### config.mk
export PLATFORM = sky130hd
export DESIGN_NAME = pascal_like_token_scanner
export DESIGN_NICKNAME = d
export VERILOG_FILES = /design/src/rtl/pts_pkg.sv /design/src/rtl/pascal_like_token_scanner.sv /design/src/rtl/pts_front.sv /design/src/rtl/pts_queue.sv /design/src/rtl/pts_back.sv
export SDC_FILE = /design/constraint.sdc
export NUM_CORES = 1
export LEC_CHECK = 0
export BUFFER_PORTS_ARGS = -buffer_cell sky130_fd_sc_hd__buf_2
export CORE_ASPECT_RATIO = 1.75
export CORE_MARGIN = 4
export CORE_UTILIZATION = 30
export DETAILED_ROUTE_END_ITERATION = 8
export GPL_ROUTABILITY_DRIVEN = 1
export SKIP_LAST_GASP = 1
export SLEW_MARGIN = 20
export SYNTH_ARGS = -nofsm -noshare
export SYNTH_HDL_FRONTEND = slang
export SYNTH_SLANG_ARGS = --single-unit
export TNS_END_PERCENT = 50
### constraint.sdc
create_clock -name clk -period 9.18 [get_ports clk]
set_input_delay 1.836 -clock clk [delete_from_list [all_inputs] [get_ports clk]]
set_output_delay 1.836 -clock clk [all_outputs]
set_load 0.05 [all_outputs]
### src/rtl/pts_pkg.sv
`timescale 1ns / 1ps
package pts_pkg;

	typedef logic [3:0] kind_t;

	localparam kind_t KIND_NUM    = 4'd0;
	localparam kind_t KIND_IDENT  = 4'd1;
	localparam kind_t KIND_BRACE  = 4'd2;
	localparam kind_t KIND_PAREN  = 4'd3;
	localparam kind_t KIND_ASSIGN = 4'd4;
	localparam kind_t KIND_LE     = 4'd5;
	localparam kind_t KIND_NE     = 4'd6;
	localparam kind_t KIND_GE     = 4'd7;
	localparam kind_t KIND_END    = 4'd8;
	localparam kind_t KIND_ERR    = 4'd9;

	localparam logic [7:0] CH_LBRACE = 8'h7B;
	localparam logic [7:0] CH_RBRACE = 8'h7D;
	localparam logic [7:0] CH_LPAREN = 8'h28;
	localparam logic [7:0] CH_STAR   = 8'h2A;
	localparam logic [7:0] CH_RPAREN = 8'h29;
	localparam logic [7:0] CH_COLON  = 8'h3A;
	localparam logic [7:0] CH_EQUAL  = 8'h3D;
	localparam logic [7:0] CH_LT     = 8'h3C;
	localparam logic [7:0] CH_GT     = 8'h3E;
	localparam logic [7:0] CH_DOLLAR = 8'h24;

	localparam int QUEUE_DEPTH_DEF = 4;

	typedef enum logic [9:0] {
		M_IDLE  = 10'b00_0000_0001,
		M_NUM   = 10'b00_0000_0010,
		M_IDENT = 10'b00_0000_0100,
		M_BRACE = 10'b00_0000_1000,
		M_POPEN = 10'b00_0001_0000,
		M_PBODY = 10'b00_0010_0000,
		M_PSTAR = 10'b00_0100_0000,
		M_COLON = 10'b00_1000_0000,
		M_LT    = 10'b01_0000_0000,
		M_GT    = 10'b10_0000_0000
	} mode_t;

	typedef struct packed {
		logic [7:0] ch;
		logic       end_of_text;
	} in_word_t;

	typedef struct packed {
		kind_t token_kind;
		logic  run_last;
	} out_word_t;

	// one queue entry holds all tokens of one input word
	typedef struct packed {
		logic  two;
		kind_t k0;
		kind_t k1;
	} q_entry_t;

	typedef struct packed {
		logic     valid;
		q_entry_t entry;
	} q_port_t;

	function automatic logic is_digit(input logic [7:0] c);
		return (c >= 8'h30) && (c <= 8'h39);
	endfunction

	function automatic logic is_alpha(input logic [7:0] c);
		return ((c >= 8'h61) && (c <= 8'h7A)) || ((c >= 8'h41) && (c <= 8'h5A));
	endfunction

	function automatic logic is_space(input logic [7:0] c);
		return (c == 8'h20) || ((c >= 8'h09) && (c <= 8'h0D));
	endfunction

endpackage

### src/rtl/pascal_like_token_scanner.sv
`timescale 1ns / 1ps
// channel  dir  handshake              payload
// in       in   in_valid / in_ready    in_data  (ch, end_of_text)
// out      out  out_valid / out_ready  out_data (token_kind, run_last)
//
// one character word accepted per clock; in_ready drops only while the token queue is full
// tokens go via the queue and output register, one token per clock while out_ready is high
// a word with two tokens holds its queue entry until both have been loaded for output
// asynchronous reset returns the scanner to idle, not halted, with queue and output empty
// an output stall fills the queue (QUEUE_DEPTH entries) before the input is held off
module pascal_like_token_scanner #(
	parameter int QUEUE_DEPTH = pts_pkg::QUEUE_DEPTH_DEF
) (
	input  logic               clk,
	input  logic               arst_n,
	input  logic               in_valid,
	output logic               in_ready,
	input  pts_pkg::in_word_t  in_data,
	output logic               out_valid,
	input  logic               out_ready,
	output pts_pkg::out_word_t out_data
);
	import pts_pkg::*;

	q_port_t push, head;
	logic    full, pop, take;

	assign in_ready = !full;
	assign take     = in_valid && in_ready;

	pts_front u_front (
		.clk    (clk),
		.arst_n (arst_n),
		.take   (take),
		.word   (in_data),
		.push   (push)
	);

	pts_queue #(.DEPTH(QUEUE_DEPTH)) u_queue (
		.clk    (clk),
		.arst_n (arst_n),
		.push   (push),
		.full   (full),
		.head   (head),
		.pop    (pop)
	);

	pts_back u_back (
		.clk       (clk),
		.arst_n    (arst_n),
		.head      (head),
		.pop       (pop),
		.out_valid (out_valid),
		.out_ready (out_ready),
		.out_data  (out_data)
	);

endmodule

### src/rtl/pts_front.sv
`timescale 1ns / 1ps
module pts_front (
	input  logic              clk,
	input  logic              arst_n,
	input  logic              take,
	input  pts_pkg::in_word_t word,
	output pts_pkg::q_port_t  push
);
	import pts_pkg::*;

	typedef struct packed {
		mode_t mode;
		logic  end_mark;
		logic  fail;
	} start_t;

	mode_t mode_q, mode_d;
	logic  halted_q, halted_d;

	logic  a_v, b_v, c_v;
	kind_t a_k, b_k, c_k;
	start_t st;

	function automatic start_t start_fn(input logic [7:0] c);
		start_t r;
		r = '{mode: M_IDLE, end_mark: 1'b0, fail: 1'b0};
		if (is_digit(c)) r.mode = M_NUM;
		else if (is_alpha(c)) r.mode = M_IDENT;
		else if (c == CH_LBRACE) r.mode = M_BRACE;
		else if (c == CH_LPAREN) r.mode = M_POPEN;
		else if (c == CH_COLON) r.mode = M_COLON;
		else if (c == CH_LT) r.mode = M_LT;
		else if (c == CH_GT) r.mode = M_GT;
		else if (c == CH_DOLLAR) r.end_mark = 1'b1;
		else if (!is_space(c)) r.fail = 1'b1;
		return r;
	endfunction

	assign st = start_fn(word.ch);

	// a: token closed by this char, b: what starting on this char gives, c: flush at end
	always_comb begin
		mode_d   = mode_q;
		halted_d = halted_q;
		a_v = 1'b0; a_k = KIND_NUM;
		b_v = 1'b0; b_k = KIND_END;
		c_v = 1'b0; c_k = KIND_ERR;
		if (!halted_q) begin
			unique case (mode_q)
				M_NUM: begin
					if (!is_digit(word.ch)) begin
						a_v = 1'b1; a_k = KIND_NUM;
					end
				end
				M_IDENT: begin
					if (!is_digit(word.ch) && !is_alpha(word.ch)) begin
						a_v = 1'b1; a_k = KIND_IDENT;
					end
				end
				M_BRACE: begin
					if (word.ch == CH_RBRACE) begin
						a_v = 1'b1; a_k = KIND_BRACE; mode_d = M_IDLE;
					end
				end
				M_POPEN: begin
					if (word.ch == CH_STAR) mode_d = M_PBODY;
					else begin
						a_v = 1'b1; a_k = KIND_ERR; mode_d = M_IDLE; halted_d = 1'b1;
					end
				end
				M_PBODY: begin
					if (word.ch == CH_STAR) mode_d = M_PSTAR;
				end
				M_PSTAR: begin
					if (word.ch == CH_RPAREN) begin
						a_v = 1'b1; a_k = KIND_PAREN; mode_d = M_IDLE;
					end else if (word.ch != CH_STAR) begin
						mode_d = M_PBODY;
					end
				end
				M_COLON: begin
					a_v = 1'b1; mode_d = M_IDLE;
					if (word.ch == CH_EQUAL) a_k = KIND_ASSIGN;
					else begin
						a_k = KIND_ERR; halted_d = 1'b1;
					end
				end
				M_LT: begin
					a_v = 1'b1; mode_d = M_IDLE;
					if (word.ch == CH_EQUAL) a_k = KIND_LE;
					else if (word.ch == CH_GT) a_k = KIND_NE;
					else begin
						a_k = KIND_ERR; halted_d = 1'b1;
					end
				end
				M_GT: begin
					a_v = 1'b1; mode_d = M_IDLE;
					if (word.ch == CH_EQUAL) a_k = KIND_GE;
					else begin
						a_k = KIND_ERR; halted_d = 1'b1;
					end
				end
				default: ;
			endcase
			// idle, an unknown mode, or a number or identifier just ended: scan this char as a fresh start
			if ((mode_q == M_IDLE) || (((mode_q == M_NUM) || (mode_q == M_IDENT)) && a_v)
			    || ((mode_q != M_NUM) && (mode_q != M_IDENT) && (mode_q != M_BRACE)
			        && (mode_q != M_POPEN) && (mode_q != M_PBODY) && (mode_q != M_PSTAR)
			        && (mode_q != M_COLON) && (mode_q != M_LT) && (mode_q != M_GT))) begin
				mode_d = st.mode;
				if (st.end_mark) begin
					b_v = 1'b1; b_k = KIND_END;
				end
				if (st.fail) begin
					b_v = 1'b1; b_k = KIND_ERR; mode_d = M_IDLE; halted_d = 1'b1;
				end
			end
		end
		if (word.end_of_text) begin
			if (!halted_d) begin
				if (mode_d == M_NUM) begin
					c_v = 1'b1; c_k = KIND_NUM;
				end else if (mode_d == M_IDENT) begin
					c_v = 1'b1; c_k = KIND_IDENT;
				end else if (mode_d != M_IDLE) begin
					c_v = 1'b1; c_k = KIND_ERR;
				end
			end
			mode_d   = M_IDLE;
			halted_d = 1'b0;
		end
	end

	// pack up to two tokens in order
	always_comb begin
		push.valid     = take && (a_v || b_v || c_v);
		push.entry.two = 1'b0;
		push.entry.k0  = c_k;
		push.entry.k1  = c_k;
		if (a_v) begin
			push.entry.k0 = a_k;
			if (b_v) begin
				push.entry.two = 1'b1; push.entry.k1 = b_k;
			end else if (c_v) begin
				push.entry.two = 1'b1; push.entry.k1 = c_k;
			end
		end else if (b_v) begin
			push.entry.k0 = b_k;
			if (c_v) begin
				push.entry.two = 1'b1; push.entry.k1 = c_k;
			end
		end
	end

	always_ff @(posedge clk or negedge arst_n) begin
		if (!arst_n) begin
			mode_q   <= M_IDLE;
			halted_q <= 1'b0;
		end else if (take) begin
			mode_q   <= mode_d;
			halted_q <= halted_d;
		end
	end

`ifndef NO_ASSERTIONS
	a_halt_idle: assert property (@(posedge clk) disable iff (!arst_n)
		halted_q |-> (mode_q == M_IDLE))
		else $error("halted scanner left in a token mode");
`endif

endmodule

### src/rtl/pts_queue.sv
`timescale 1ns / 1ps
module pts_queue #(
	parameter int DEPTH = pts_pkg::QUEUE_DEPTH_DEF
) (
	input  logic             clk,
	input  logic             arst_n,
	input  pts_pkg::q_port_t push,
	output logic             full,
	output pts_pkg::q_port_t head,
	input  logic             pop
);
	import pts_pkg::*;

	localparam int PTR_W = (DEPTH > 1) ? $clog2(DEPTH) : 1;
	localparam int CNT_W = $clog2(DEPTH + 1);

	q_entry_t            mem [DEPTH];
	logic [PTR_W-1:0]    wr_ptr_q, rd_ptr_q;
	logic [CNT_W-1:0]    count_q;

	assign full       = (count_q == CNT_W'(DEPTH));
	assign head.valid = (count_q != '0);
	assign head.entry = mem[rd_ptr_q];

	function automatic logic [PTR_W-1:0] next_ptr(input logic [PTR_W-1:0] p);
		return (p == PTR_W'(DEPTH - 1)) ? '0 : p + 1'b1;
	endfunction

	always_ff @(posedge clk) begin
		if (push.valid) mem[wr_ptr_q] <= push.entry;
	end

	always_ff @(posedge clk or negedge arst_n) begin
		if (!arst_n) begin
			wr_ptr_q <= '0;
			rd_ptr_q <= '0;
			count_q  <= '0;
		end else begin
			if (push.valid) wr_ptr_q <= next_ptr(wr_ptr_q);
			if (pop) rd_ptr_q <= next_ptr(rd_ptr_q);
			if (push.valid && !pop) count_q <= count_q + 1'b1;
			else if (!push.valid && pop) count_q <= count_q - 1'b1;
		end
	end

`ifndef NO_ASSERTIONS
	a_no_overflow: assert property (@(posedge clk) disable iff (!arst_n)
		push.valid |-> !full)
		else $error("word pushed into full queue");
	a_no_underflow: assert property (@(posedge clk) disable iff (!arst_n)
		pop |-> head.valid)
		else $error("pop from empty queue");
`endif

endmodule

### src/rtl/pts_back.sv
`timescale 1ns / 1ps
module pts_back (
	input  logic               clk,
	input  logic               arst_n,
	input  pts_pkg::q_port_t   head,
	output logic               pop,
	output logic               out_valid,
	input  logic               out_ready,
	output pts_pkg::out_word_t out_data
);
	import pts_pkg::*;

	logic      out_valid_q;
	out_word_t out_q;
	logic      phase_q;
	logic      load;

	assign load      = head.valid && (!out_valid_q || out_ready);
	// second token of a pair, or the only one, finishes the entry
	assign pop       = load && (phase_q || !head.entry.two);
	assign out_valid = out_valid_q;
	assign out_data  = out_q;

	always_ff @(posedge clk) begin
		if (load) begin
			out_q.token_kind <= phase_q ? head.entry.k1 : head.entry.k0;
			out_q.run_last   <= phase_q || !head.entry.two;
		end
	end

	always_ff @(posedge clk or negedge arst_n) begin
		if (!arst_n) begin
			out_valid_q <= 1'b0;
			phase_q     <= 1'b0;
		end else begin
			if (load) out_valid_q <= 1'b1;
			else if (out_ready) out_valid_q <= 1'b0;
			if (load) phase_q <= !pop;
		end
	end

`ifndef NO_ASSERTIONS
	a_phase_pair: assert property (@(posedge clk) disable iff (!arst_n)
		phase_q |-> (head.valid && head.entry.two))
		else $error("second-token phase without a pair at queue head");
`endif

endmodule
### Word-level counts from Yosys, hierarchy flattened

Memory sizes are Yosys's and may differ from the RTL's.
Index checks and enable logic that the tools add are counted.

| storage, ports and cells | value |
|---|---|
| register bits | 25 |
| latch bits | 0 |
| bits in writable memories | 36 |
| bits in read-only memories | 0 |
| output and inout port bits | 7 |
| memories kept | 1 |

Memories:

| memory | depth | width | rd ports | clocked after Yosys merged registers in | wr ports | RTL line | RTL |
|---|---|---|---|---|---|---|---|
| u_queue.mem | 4 | 9 | 1 | 0 | 1 | pts_queue.sv:17 | `q_entry_t mem [DEPTH];` |

| operators by class | value |
|---|---|
| $add $sub $neg | 4 |
| multipliers | 0 |
| div/mod/pow operators | 0 |
| $lt $le $gt $ge | 8 |
| equal/unequal tests | 37 |
| shift-type cells | 0 |
| mux-type cells | 83 |
| bitwise logic cells | 0 |
| reductions and logical operators | 41 |

Operators by type and width:

| cell | number |
|---|---|
| 2-to-1 mux 10 bit | 15 |
| equality test 8 x 6 -> 1 bit (second input constant) | 9 |
| 2-to-1 mux 4 bit | 14 |
| one-hot mux 10 bit (5 select lines) | 1 |
| 2-to-1 mux 1 bit | 34 |
| one-hot mux 4 bit (7 select lines) | 1 |
| 2-to-1 mux 2 bit | 11 |
| equality test 10 x 2 -> 1 bit (second input constant) | 2 |
| equality test 10 x 3 -> 1 bit (second input constant) | 2 |
| logical AND 1 bit | 20 |
| 2-to-1 mux 9 bit | 2 |
| equality test 8 x 7 -> 1 bit (second input constant) | 2 |
| greater-or-equal comparator 8 x 7 -> 1 bit (second input constant) | 2 |
| less-or-equal comparator 8 x 7 -> 1 bit (second input constant) | 2 |
| equality test 10 x 1 -> 1 bit (second input constant) | 1 |
| equality test 10 bit (second input constant) | 1 |
| equality test 10 x 4 -> 1 bit (second input constant) | 1 |
| equality test 10 x 5 -> 1 bit (second input constant) | 1 |
| equality test 10 x 6 -> 1 bit (second input constant) | 1 |
| equality test 10 x 7 -> 1 bit (second input constant) | 1 |
| equality test 10 x 8 -> 1 bit (second input constant) | 1 |
| equality test 10 x 9 -> 1 bit (second input constant) | 1 |
| inequality test 10 x 1 -> 1 bit (second input constant) | 1 |
| inequality test 10 bit (second input constant) | 1 |
| other kinds (28) | 46 |

### Depth between registers and ports, before layout

Gate-level depths: netlist of the first run.

| logic depth | value |
|---|---|
| depth after elaboration | 27 |
| mapped depth | 15 |
| mapped depth without buffers | 13 |

### Hierarchy

From an unflattened synthesis of the first run, not the netlist that was laid out.

| second synthesis, totals | value |
|---|---|
| cell total of the unflattened synthesis | 332 |
| area total of the unflattened synthesis | 3679.8 sq um |

By module, submodules not included:

| module | times used | cells each | area each (sq um) |
|---|---|---|---|
| pts_queue | 1 | 84 | 1717.9 |
| pts_front | 1 | 227 | 1650.3 |
| pts_back | 1 | 19 | 301.5 |
| pascal_like_token_scanner | 1 | 2 | 10.0 |

### Least setup slack after synthesis of the first run

No wires, ideal clock.

| timing path | value |
|---|---|
| path kind | input to register |
| from | input in_data[8] in the netlist's numbering |
| to | register u_queue.count_q[1] |
| setup time | 0.125 ns |
| data arrival time | 4.599 ns |
| required time | 9.055 ns |
| slack | 4.456 ns |
| cell stages on the path | 12 |
| path through | or3b_1 -> or3_1 -> buf_6 -> o32ai_4 -> nor3_2 -> o21a_1 -> o211ai_4 -> a31oi_4 -> ha_1 -> inv_1 -> fa_1 -> mux2_2 |

RTL lines:

| what | RTL line | RTL |
|---|---|---|
| start, declared | pascal_like_token_scanner.sv:18 | `input pts_pkg::in_word_t in_data,` |
| end signal, assigned | pts_queue.sv:41 | `if (push.valid && !pop) count_q <= count_q + 1'b1;` |
| end signal, assigned | pts_queue.sv:42 | `else if (!push.valid && pop) count_q <= count_q - 1'b1;` |
| end, declared | pts_queue.sv:19 | `logic [CNT_W-1:0] count_q;` |

==> results_dict.tcl, run 1 <==
set metrics [dict create \
    post_cts_buffers 0 \
    wirelength_um 7750 \
    max_clock_freq_ghz 0.209 \
    hold_violations 0 \
    status "completed" \
    row_count 49 \
    fin_setup_tns_ps 0 \
    post-route-min-period_ps 4790 \
    drtAntennaViolNets 0 \
    yosys-top-cells-count "33 x edfxtp_1, 28 x nor2_1, 19 x dfrtp_1, 19 x nand2_1, 16 x o21ai_0" \
    ys_ff_latch 53 \
    ys.flop_type "edfxtp_1" \
    cp.arrival_ps 5010 \
    cts_sinks 53 \
    syn_inst 297 \
    fp.dieW_um 85.9 \
    powerDensity_mw_per_mm2 237 \
    max-cap-violations 0 \
    place_hpwl_um 6040 \
    numCtsBuffers 5 \
    seq_power_share_pct 43.0 \
    drc_errors 0 \
    cts_tree "built" \
    syn_area_mm2 0.00318 \
    async_reset_ff_share_pct 37.7 \
    synth_area_per_cell_um2 10.7 \
    post-route-period-util_pct 52.2 \
    nets 330 \
    syn_to_final_growth_pct 11.4 \
    hp-class "reg2reg" \
    clkSlewWorstSetupHoldPaths_ps 60 \
    wire_per_inst_um 17.7 \
    crit_family "simple AND/OR/NAND/NOR gates" \
    worst-path-buf-inv 2 \
    grt_pass1_wl_um 12500 \
    cts_root_buf "clkbuf_16" \
    coreArea_mm2 0.0103 \
    p_leak_nw 1.23 \
    h-tree-depth 2 \
    yosysMostFrequentCell "edfxtp_1" \
    grt_usage_pct 13.3 \
    drive_gt1_share_pct 18.0 \
    final-setup-viol-count 0 \
    yosysUniqueCellTypes 63 \
    clk_latency_ps 300 \
    die_h_um 144 \
    grt_max_degree 21 \
    ys_seq_area_share_pct 46.9 \
    worst-path-max-fanout 7 \
    place.gp.congestion 0.897 \
    grt.overflow.total 0 \
    netSwitchingPower_mw 0.288 \
    crit_path_end_kind "flop" \
    holdBufCountCts 0 \
    switching_share_pct 34.3 \
    rsz0062_at_grt "no" \
    first_pass_iters 4 \
    drv_slew 0 \
    worst_pin_slew_ps 792 \
    grt_pass1_vias 2424 \
    grt_antenna_before_repair 0 \
    clkPwrFrac_pct 25.3 \
    synth_edf_count 33 \
    cts_resized 0 \
    final_core_util_pct 34.4 \
    vdd_drop_max_mv 0.154 \
    io_pins 20 \
    syn_nets 317 \
    antennaDiodeCount 0 \
    critPathLaunchType "input pin" \
    portBuffers 19 \
    p_int_mw 0.552 \
    via_count 2406 \
    dieArea_mm2 0.0124 \
    power_mw 0.840 \
    slew_headroom_pct 46.7 \
    netlist.area_leader.share_pct 31.1 \
    dpl.cell_count 430 \
    clock_path_buffers 2 \
    crit_slowest_cell "fa_1" \
    path_cells "buf_2, or3b_1, nor4_1, nor4_1, nor3_2, o21a_1, o211ai_4, a31oi_4, ha_1, inv_1, fa_1, xor2_1, nor2_1, xor2_1" \
    holdWs_ps 506 \
    yosysTopAreaCell "edfxtp_1" \
    stdcell_count 438 \
    path_class "in2reg" \
    drt_iter0_drc 123 \
    slowest_delay_ps 430 \
    initial_core_util_pct 30.9 \
    crit_required_ps 9400 \
    combPwrFrac_pct 31.7 \
    fin_skew_ps 6.56 \
    yosys_warnings 0 \
    synth.area.top_cells "edfxtp_1 31%, dfrtp_1 15%, mux4_2 5.0%" \
    vias_per_cell 5.49 \
]
[worst reg2reg max path, cell delays in order (launching register included)]
cell	delay, ps
dfrtp_1	510
nor4_4	450
nand2_1	110
nor4_1	620
nor3_2	130
o21a_1	250
o211ai_4	250
a31oi_4	170
ha_1	250
inv_1	80
fa_1	380
mux2_2	260
[final timing paths]
kind	start	to	slack [ps]	cells after the start
max	in_data[8]	u_queue.count_q[2]$_DFFE_PN0P_	4390	14
min	u_queue.count_q[2]$_DFFE_PN0P_	u_queue.count_q[2]$_DFFE_PN0P_	510	1
max reg2reg	u_front.mode_q[2]$_DFFE_PN0P_	u_queue.count_q[1]$_DFFE_PN0P_	5580	11
min reg2reg	u_queue.count_q[2]$_DFFE_PN0P_	u_queue.count_q[2]$_DFFE_PN0P_	510	1
max in group asynchronous	arst_n	u_front.mode_q[0]$_DFFE_PN1P_	7310	1
min in group asynchronous	arst_n	u_front.mode_q[3]$_DFFE_PN0P_	1520	1
[cells by family (layout without fill, tap and decap cells)]
group	count (synthesis)	count (layout)	share of synthesized area, %
AND/OR/NAND/NOR	124	124	21.9
multiplexers	17	17	8.61
buffers and inverters	26	40	3.42
AO/OA/AOI/OAI	66	66	15.0
flip-flops	53	53	46.9
XOR/XNOR	4	4	1.10
adder cells (fa/ha/maj)	7	7	2.99
[sequential cells by signal (all words and copies together), names as in the netlist]
name and cells:
u_back.out_data 5, u_back.out_valid 1, u_back.phase_q 1, u_front.halted_q 1, u_front.mode_q 10, u_queue.count_q 3, u_queue.mem 28, u_queue.rd_ptr_q 2
u_queue.wr_ptr_q 2
[layer usage]
metal | GRT usage, % | up-vias | wire (µm)
met5 | 0 | - | 0
li1 | - | 1141 | -
met3 | 2.51 | 26 | 279
met4 | 8.76 | 0 | 465
met2 | 25.7 | 69 | 4290
met1 | 12.3 | 1170 | 2720
[power by group through the flow]
stage | combinational (mW) | sequential (mW) | clock (mW)
6_report | 0.266 | 0.361 | 0.213
3_3_place_gp | 0.263 | 0.365 | 0
2_1_floorplan | 0.193 | 0.378 | 0
4_1_cts | 0.270 | 0.365 | 0.217
5_1_grt | 0.295 | 0.371 | 0.225
3_5_place_dp | 0.269 | 0.370 | 0
[per-stage QoR]
step | setup slack (ps) | cell area (µm²)
after floorplan | 4460 | 3180
after global placement | 4150 | 3380
after detailed placement | 4080 | 3380
after CTS | 4390 | 3540
after global routing | 4140 | 3540
final | 4390 | 3540
[cell usage in the layout, fill, tap and decap left out, types with 3 or more instances in the layout]
master	instances
edfxtp_1	33
nor2_1	28
nand2_1	19
buf_2	19
dfrtp_1	19
o21ai_0	16
a21oi_1	15
nor3_1	13
inv_1	13
nand2b_1	10
and2_1	9
nor4_1	7
mux4_2	7
nor2b_1	6
ha_1	6
o22ai_1	5
mux2_2	5
clkbuf_16	5
nand3_1	4
nand4_1	4
o2bb2ai_1	3
o31ai_1	3
or3_1	3
xor2_1	3
or2_2	3
mux2i_1	3
[final cells by class]
type                    count  area [µm²]
multi-input cells         218        1580
well taps                 127         159
repair buffers             19        95.1
flip-flops and latches     53        1490
clock inverters             2        38.8
fillers                  1069        6760
inverters                  13        48.8
clock buffers               6         129
(Power assumes the default switching activity.)
==> run 2: changes to the inputs <==
- clock period: 9.18 -> 4.7 ns (I/O delays scaled with it)
==> run 2 against run 1 <==
Final area fell by 0.39%; sequential share of layout area rose by 0.16 points; hold slack got worse by 8.3 ps; clock skew rose by 1.4 ps; total power rose by 90%; critical path depth did not move; largest power group unchanged; highest routed layer unchanged.
==> results_dict.tcl, run 2 (synthesized netlist as in run 1, its figures left out) <==
set metrics [dict create \
    wirelength_um 7690 \
    syn_to_final_growth_pct 10.9 \
    via_count 2421 \
    cts_resized 0 \
    post-route-min-period_ps 3920 \
    drc_errors 0 \
    worst-path-max-fanout 7 \
    slew_headroom_pct 41.9 \
    clkSlewWorstSetupHoldPaths_ps 60 \
    nets 331 \
    layout_commonest_cell "edfxtp_1" \
    path_class "in2reg" \
    holdWs_ps 498 \
    preCtsSetupSlack_ps 481 \
    h-tree-depth 2 \
    dieArea_mm2 0.0124 \
    cts_tree "built" \
    final-setup-viol-count 0 \
    largest_register_ffs 28 \
    top_register "u_queue.mem" \
    hold_violations 0 \
    p_leak_nw 1.22 \
    fin_skew_ps 7.91 \
    coreArea_mm2 0.0103 \
    fin_ws_ps 782 \
    drv_slew 0 \
    status "completed" \
    grt_max_degree 21 \
    cp.arrival_ps 4130 \
    grt.overflow.total 0 \
    worst_pin_slew_ps 864 \
    antennaDiodeCount 0 \
    slowest_delay_ps 430 \
    die_h_um 144 \
    fp.dieW_um 85.9 \
    hp-class "reg2reg" \
    numCtsBuffers 5 \
    cts_sinks 53 \
    clk_latency_ps 290 \
    clock_path_buffers 2 \
    path_cells "buf_2, or3b_1, nor4_1, nor4_1, nor3_2, o21a_1, o211ai_4, a31oi_4, ha_1, inv_1, fa_1, xor2_1, nor2_1, xor2_1" \
    crit_required_ps 4920 \
    post-route-period-util_pct 83.4 \
    portBuffers 19 \
    max-cap-violations 0 \
    crit_family "simple AND/OR/NAND/NOR gates" \
    vias_per_cell 5.51 \
    max_clock_freq_ghz 0.255 \
    cts_root_buf "clkbuf_16" \
    holdBufCountCts 0 \
    grt_antenna_before_repair 0 \
    rsz0062_at_grt "no" \
    grt_pass1_vias 2535 \
    most-common-layout-cells "33 x edfxtp_1, 28 x nor2_1, 19 x nand2_1, 19 x buf_2, 19 x dfrtp_1" \
    drtAntennaViolNets 0 \
    first_pass_iters 4 \
    grt_usage_pct 13.6 \
    worst-path-buf-inv 2 \
    row_count 49 \
    vdd_drop_max_mv 0.228 \
    crit_path_end_kind "flop" \
    powerDensity_mw_per_mm2 453 \
    io_pins 20 \
    crit_slowest_cell "fa_1" \
    place.gp.congestion 0.918 \
    drive_gt1_share_pct 18.6 \
    grt_pass1_wl_um 12900 \
    critPathLaunchType "input pin" \
    fin_setup_tns_ps 0 \
    wire_per_inst_um 17.5 \
    drt_iter0_drc 135 \
    place_hpwl_um 6040 \
    post_cts_buffers 0 \
    initial_core_util_pct 30.9 \
]
==> run 2: layer usage <==
layer | vias up | GRT usage [%] | routed length [µm]
li1 | 1140 | - | -
met1 | 1180 | 13.5 | 2800
met2 | 72 | 25.5 | 4170
met3 | 29 | 2.62 | 317
met4 | 0 | 8.51 | 403
met5 | - | 0 | 0
==> run 2: worst paths after layout <==
check	startpoint	to	slack [ps]	depth (start not counted)
max reg2reg	u_front.mode_q[3]$_DFFE_PN0P_	u_queue.count_q[1]$_DFFE_PN0P_	1010	11
min in group asynchronous	arst_n	u_front.mode_q[3]$_DFFE_PN0P_	610	1
min	u_queue.count_q[2]$_DFFE_PN0P_	u_queue.count_q[2]$_DFFE_PN0P_	500	1
max	in_data[8]	u_queue.count_q[2]$_DFFE_PN0P_	780	14
max in group asynchronous	arst_n	u_front.mode_q[0]$_DFFE_PN1P_	3730	1
min reg2reg	u_queue.count_q[2]$_DFFE_PN0P_	u_queue.count_q[2]$_DFFE_PN0P_	500	1
==> run 2: per-stage QoR <==
step                cells  area (µm²)  utilization [%]  total power, mW
detailed placement    431        3380             32.8             1.25
finish                439        3530             34.3             1.60
global placement      431        3380             32.8             1.23
floorplan             297        3180                -             1.12
global route          439        3530             34.3             1.71
CTS                   439        3530             34.3             1.62
==> run 2: area by class of cell <==
cell class                      instances  area, µm²
Timing Repair Buffer                   20        103
Multi-Input combinational cell        218       1580
Clock inverter                          3       21.3
Inverter                               13       48.8
Tap cell                              127        159
Clock buffer                            5        125
Fill cell                            1067       6770
Sequential cell                        53       1490
==> run 2: report_power, final <==
part           leakage [nW]  switching [mW]  internal, mW  total (mW)
sequential            0.541           0.101         0.602       0.703
combinational         0.609           0.302         0.227       0.529
clock                0.0702           0.167         0.198       0.365
==> run 2: worst register-to-register path, cell delays in order (launching register included) <==
cell	delay (ps)
dfrtp_1	520
nor4_4	460
nand2_1	100
nor4_1	670
nor3_2	140
o21a_1	250
o211ai_4	260
a31oi_4	170
ha_1	250
inv_1	90
fa_1	390
mux2_2	270
